--- config.mk ---
export PLATFORM = sky130hd
export DESIGN_NAME = rwmv_ctrl
export DESIGN_NICKNAME = d
export VERILOG_FILES = /design/src/rtl/core/rolling_window_mean_variance_assert.svh /design/src/rtl/core/rwmv_pkg.sv /design/src/rtl/core/rwmv_ctrl.sv
export SDC_FILE = /design/constraint.sdc
export NUM_CORES = 1
export LEC_CHECK = 0
export BUFFER_PORTS_ARGS = -buffer_cell sky130_fd_sc_hd__buf_2
export CAP_MARGIN = 15
export CORE_AREA = 2 2 39 41
export CTS_CLUSTER_SIZE = 14
export DETAILED_ROUTE_END_ITERATION = 6
export DIE_AREA = 0 0 41 43
export PLACE_DENSITY = 0.66
export SLEW_MARGIN = 20
export SYNTH_ARGS = -nofsm -noshare
export SYNTH_HDL_FRONTEND = slang
export SYNTH_SLANG_ARGS = --single-unit
export TNS_END_PERCENT = 5
--- constraint.sdc ---
create_clock -name clk -period 3.2 [get_ports clk]
set_input_delay 0.8 -clock clk [delete_from_list [all_inputs] [get_ports clk]]
set_output_delay 0.8 -clock clk [all_outputs]
set_load 0.02 [all_outputs]
--- src/rtl/core/rolling_window_mean_variance_assert.svh ---
// ----------------------------------------------------------------------------
// Rolling window mean/variance assertion macros
// Implication checks on the top level clock and reset.
// ----------------------------------------------------------------------------
`ifndef ROLLING_WINDOW_MEAN_VARIANCE_ASSERT_SVH
`define ROLLING_WINDOW_MEAN_VARIANCE_ASSERT_SVH

// same-cycle implication
`define RWMV_ASSERT_NOW(lbl, ante, cons) \
  lbl: assert property (@(posedge clk) disable iff (rst) (ante) |-> (cons)) \
    else $error("rwmv: check failed");

// next-cycle implication
`define RWMV_ASSERT_NEXT(lbl, ante, cons) \
  lbl: assert property (@(posedge clk) disable iff (rst) (ante) |=> (cons)) \
    else $error("rwmv: check failed");

`endif

--- src/rtl/core/rwmv_pkg.sv ---
// ----------------------------------------------------------------------------
// rwmv_pkg
// Shared types and constants of the rolling window mean/variance block.
// ----------------------------------------------------------------------------
package rwmv_pkg;

  localparam int DIFF_W    = 48;   // Q16 differences
  localparam int MEAN_W    = 34;
  localparam int SDS_W     = 62;
  localparam int NUM_W     = 64;   // divider numerator
  localparam int DEN_W     = 24;   // divider denominator
  localparam int RAD_W     = 48;
  localparam int ROOT_W    = 24;
  localparam int WL_W      = 11;
  localparam int OUT_W     = 168;  // 163 field bits padded to bytes
  localparam int DIV_STEPS = 64;
  localparam int SQ_STEPS  = 24;

  localparam logic [1:0] DSEL_MEAN = 2'd0;
  localparam logic [1:0] DSEL_VAR  = 2'd1;
  localparam logic [1:0] DSEL_Z    = 2'd2;

  typedef struct packed {
    logic       accept;
    logic       div_start;
    logic [1:0] div_sel;
    logic       mean_upd;
    logic       fac;
    logic       mul;
    logic       sds_upd;
    logic       drop;
    logic       var_ld;
    logic       var_clr;
    logic       sqrt_start;
    logic       z_ld;
    logic       z_clr;
    logic       out_ld;
  } rwmv_cmd_t;

  typedef struct packed {
    logic removing;
    logic second;
    logic var_ok;
    logic sd_nz;
    logic div_done;
    logic sqrt_done;
    logic out_free;
  } rwmv_stat_t;

endpackage

--- src/rtl/core/rwmv_ctrl.sv ---
// ----------------------------------------------------------------------------
// rwmv_ctrl
// Sequencer: add pass, optional removal pass, variance, root, z-score, output.
// ----------------------------------------------------------------------------
module rwmv_ctrl (
  input  logic                 clk,
  input  logic                 rst,
  input  logic                 in_valid,
  output logic                 in_ready,
  input  rwmv_pkg::rwmv_stat_t st,
  output rwmv_pkg::rwmv_cmd_t  cmd
);
  import rwmv_pkg::*;

  localparam logic [3:0] S_IDLE  = 4'd0;
  localparam logic [3:0] S_MDIV  = 4'd1;
  localparam logic [3:0] S_MWAIT = 4'd2;
  localparam logic [3:0] S_FAC   = 4'd3;
  localparam logic [3:0] S_MUL   = 4'd4;
  localparam logic [3:0] S_SDS   = 4'd5;
  localparam logic [3:0] S_DROP  = 4'd6;
  localparam logic [3:0] S_VARC  = 4'd7;
  localparam logic [3:0] S_VWAIT = 4'd8;
  localparam logic [3:0] S_SQ    = 4'd9;
  localparam logic [3:0] S_SQW   = 4'd10;
  localparam logic [3:0] S_ZC    = 4'd11;
  localparam logic [3:0] S_ZWAIT = 4'd12;
  localparam logic [3:0] S_OUT   = 4'd13;

  logic [3:0] state;
  logic [3:0] state_next;

  assign in_ready = (state == S_IDLE);

  always_comb begin
    state_next = state;
    cmd        = '0;
    unique case (state)
      S_IDLE: begin
        if (in_valid) begin
          cmd.accept = 1'b1;
          state_next = S_MDIV;
        end
      end
      S_MDIV: begin
        cmd.div_start = 1'b1;
        cmd.div_sel   = DSEL_MEAN;
        state_next    = S_MWAIT;
      end
      S_MWAIT: begin
        if (st.div_done) begin
          cmd.mean_upd = 1'b1;
          state_next   = S_FAC;
        end
      end
      S_FAC: begin
        cmd.fac    = 1'b1;
        state_next = S_MUL;
      end
      S_MUL: begin
        cmd.mul    = 1'b1;
        state_next = S_SDS;
      end
      S_SDS: begin
        cmd.sds_upd = 1'b1;
        state_next  = (st.removing && !st.second) ? S_DROP : S_VARC;
      end
      S_DROP: begin
        cmd.drop   = 1'b1;
        state_next = S_MDIV;
      end
      S_VARC: begin
        if (st.var_ok) begin
          cmd.div_start = 1'b1;
          cmd.div_sel   = DSEL_VAR;
          state_next    = S_VWAIT;
        end else begin
          cmd.var_clr = 1'b1;
          state_next  = S_SQ;
        end
      end
      S_VWAIT: begin
        if (st.div_done) begin
          cmd.var_ld = 1'b1;
          state_next = S_SQ;
        end
      end
      S_SQ: begin
        cmd.sqrt_start = 1'b1;
        state_next     = S_SQW;
      end
      S_SQW: begin
        if (st.sqrt_done) state_next = S_ZC;
      end
      S_ZC: begin
        if (st.sd_nz) begin
          cmd.div_start = 1'b1;
          cmd.div_sel   = DSEL_Z;
          state_next    = S_ZWAIT;
        end else begin
          cmd.z_clr  = 1'b1;
          state_next = S_OUT;
        end
      end
      S_ZWAIT: begin
        if (st.div_done) begin
          cmd.z_ld   = 1'b1;
          state_next = S_OUT;
        end
      end
      S_OUT: begin
        if (st.out_free) begin
          cmd.out_ld = 1'b1;
          state_next = S_IDLE;
        end
      end
      default: state_next = S_IDLE;
    endcase
  end

  always_ff @(posedge clk) begin
    if (rst) state <= S_IDLE;
    else     state <= state_next;
  end

endmodule

==> impl_metrics.toml <==
[outcome]
status = "completed"

[layout]
syn2layout_area_growth_pct = 24.6
reg_top3 = "state (4)"
stdcell_area_um2 = 583
largest_register = "state"
largest_reg_flops = 4
layout.nets = 97
drive_gt1_share_pct = 44.7
antenna_cells = 0

[drt]
viasPerCell = 4.89
wl_met2_um = 479
drt_pre_antenna_iters = 2
ant_nets = 0
met1_length_um = 434
wl_mm = 1.01
first_iter_violations = 3
drc_errors = 0
top_layer_used = "met4"
vias = 494
routedWlPerCell_um = 9.96
dr_wl_met3_um = 87

[timing]
clock_skew_ns = 0.00263
drv_slew = 0
maxSlewHeadroom_pct = 69.5
worstMarginPinSlew_ns = 0.457
finalHoldViolCount = 0
fmax_mhz = 421
tns_ns = 0
finalCriticalPeriod_ns = 2.38
fin_crit_sh_pct = 74.3
finalSetupViolCount = 0
grt_setup_unrepaired = "no"

[worst_hold_path]
holdCritPathClass = "flip-flop to flip-flop"

[yosys]
ys_seq_elements = 4
synth_compound_area_share_pct = 24.9
synth_top_family_by_area = "simple AND/OR/NAND/NOR gates"
synthSimpleGateAreaFrac_pct = 40.6
synth_warnings = 0
synth.most_common_cell = "nor2_1"
synth_edf_count = 0
synth_area_um2 = 468
synth_top_area_share_pct = 17.1
netlist_top_cells_area = "dfxtp_1, nor2_1, buf_6"
synth_seq_area_share_pct = 17.1
yosysUniqueCellTypes = 26
synthXorXnorAreaFrac_pct = 0
synthAdderAreaFrac_pct = 0
synth.avg_cell_area_um2 = 7.55
ys.flop_type = "dfxtp_1"
async_flop_share_pct = 0
syn_inst = 62
synthMuxAreaShare_pct = 2.14
synth_fp_nets = 72
yosysTopAreaCell = "dfxtp_1"
synth_common_cells = "nor2_1, a21oi_1, inv_1, nor3_1"

[grt]
grt_overflow = 0
grt_pass1_vias = 402
grt_util_all_layers_pct = 12.9
grt_max_degree = 13
antenna_found_initial = 0
grt_pass1_wl_mm = 1.53

[placed_design]
post_dp_cell_area_um2 = 561
io_buffers = 25
gp_congestion = 0.676
dp_hpwl_um = 809

[floorplan]
rows = 14
core_um2 = 1380
die_height_um = 43
start_util_pct = 33.8
fp.dieArea_um2 = 1760
ios = 26
die_w_um = 41

[clocking]
ctsResizeCount = 0
hold_buffers = 0
clk_pin_slew_ns = 0.04
h-tree-depth = 1
ctsLongestPathBuffers = 2
cts_buffers = 3
cts_root_buf = "clkbuf_4"
cts_tree = "done"
clkSinkCount = 4
clk_latency_ns = 0.23
cts_setup_buffers = 0

[worst_setup_path]
cp.required_ns = 2.40
crit_path_end_kind = "output port"
critPathLaunchType = "flip-flop"
critPathArrivalTime_ns = 1.58
crit_fanout = 12
critical_path_class = "flip-flop to output port"
regToRegSetupSlack_ns = 1.87

[power]
power_density_nw_per_um2 = 336
p_leak_nw = 0.271
peakVddDrop_mv = 0.128

[flow_run]
cap_violations = 0
==> cell usage in the layout (no fill, tap or decap), drive strengths merged <==
cell type / count
clkbuf: 3
o21ai: 1
o22a: 1
or3: 1
nor2: 14
or2b: 1
o221ai: 2
buf: 25
o22ai: 1
a2bb2oi: 1
or2: 2
and2: 2
a31oi: 1
a21oi: 6
mux2i: 1
inv: 5
dfxtp: 4
a221oi: 1
nand2: 2
nor3: 6
nand2b: 4
nand3: 1
==> power breakdown <==
| part | switching, W | internal (W) |
|---|---|---|
| clock network | 0.0000195 | 0.0000419 |
| logic | 0.0000356 | 0.0000325 |
| registers | 0.0000124 | 0.0000540 |
| total | 0.0000674 | 0.000128 |
==> cell type report <==
type	instances	area (µm²)
tap	16	20.0
multi-input combinational	48	317
fill	158	801
clock buffer	3	22.5
timing repair buffer	25	125
inverter	5	18.8
sequential	4	80.1
==> metrics by stage <==
stage	hold WS, ns	cells	utilization, %	setup slack [ns]	power, W
2_1_floorplan	0.579	62	-	0.963	0.000122
3_3_place_gp	0.627	98	40.5	0.866	0.000136
3_5_place_dp	0.645	98	40.5	0.835	0.000136
4_1_cts	0.651	101	42.1	0.793	0.000200
5_1_grt	0.722	101	42.1	0.645	0.000215
6_report	0.651	101	42.1	0.823	0.000196
==> kinds of logic after synthesis <==
logic type / count (synthesis)
DFF: 4
AOI/OAI and AO/OA: 14
buffers and inverters: 10
muxes: 1
and+or+nand+nor: 33
==> critical path: stages, from the launching register on <==
cell,delay [ns]
dfxtp_1,0.59
nand2_1,0.21
or2_1,0.30
nor2_1,0.09
buf_2,0.16
==> worst paths after layout <==
kind	start	endpoint	cells past startpoint
worst max-delay path	state[0]$_SDFFE_PP0P_	cmd[11]	4
worst min-delay path	state[3]$_SDFFE_PP0P_	state[3]$_SDFFE_PP0P_	2
worst max register to register	state[0]$_SDFFE_PP0P_	state[0]$_SDFFE_PP0P_	4
worst min register to register	state[3]$_SDFFE_PP0P_	state[3]$_SDFFE_PP0P_	2
==> routing by layer <==
metal / global-route usage [%] / vias to the layer above
met1: 13.5 / 213
met3: 3.14 / 2
met2: 20.6 / 19
met5: 0 / -
met4: 10.0 / 0
li1: - / 260
Power figures use the tool's default switching activity.
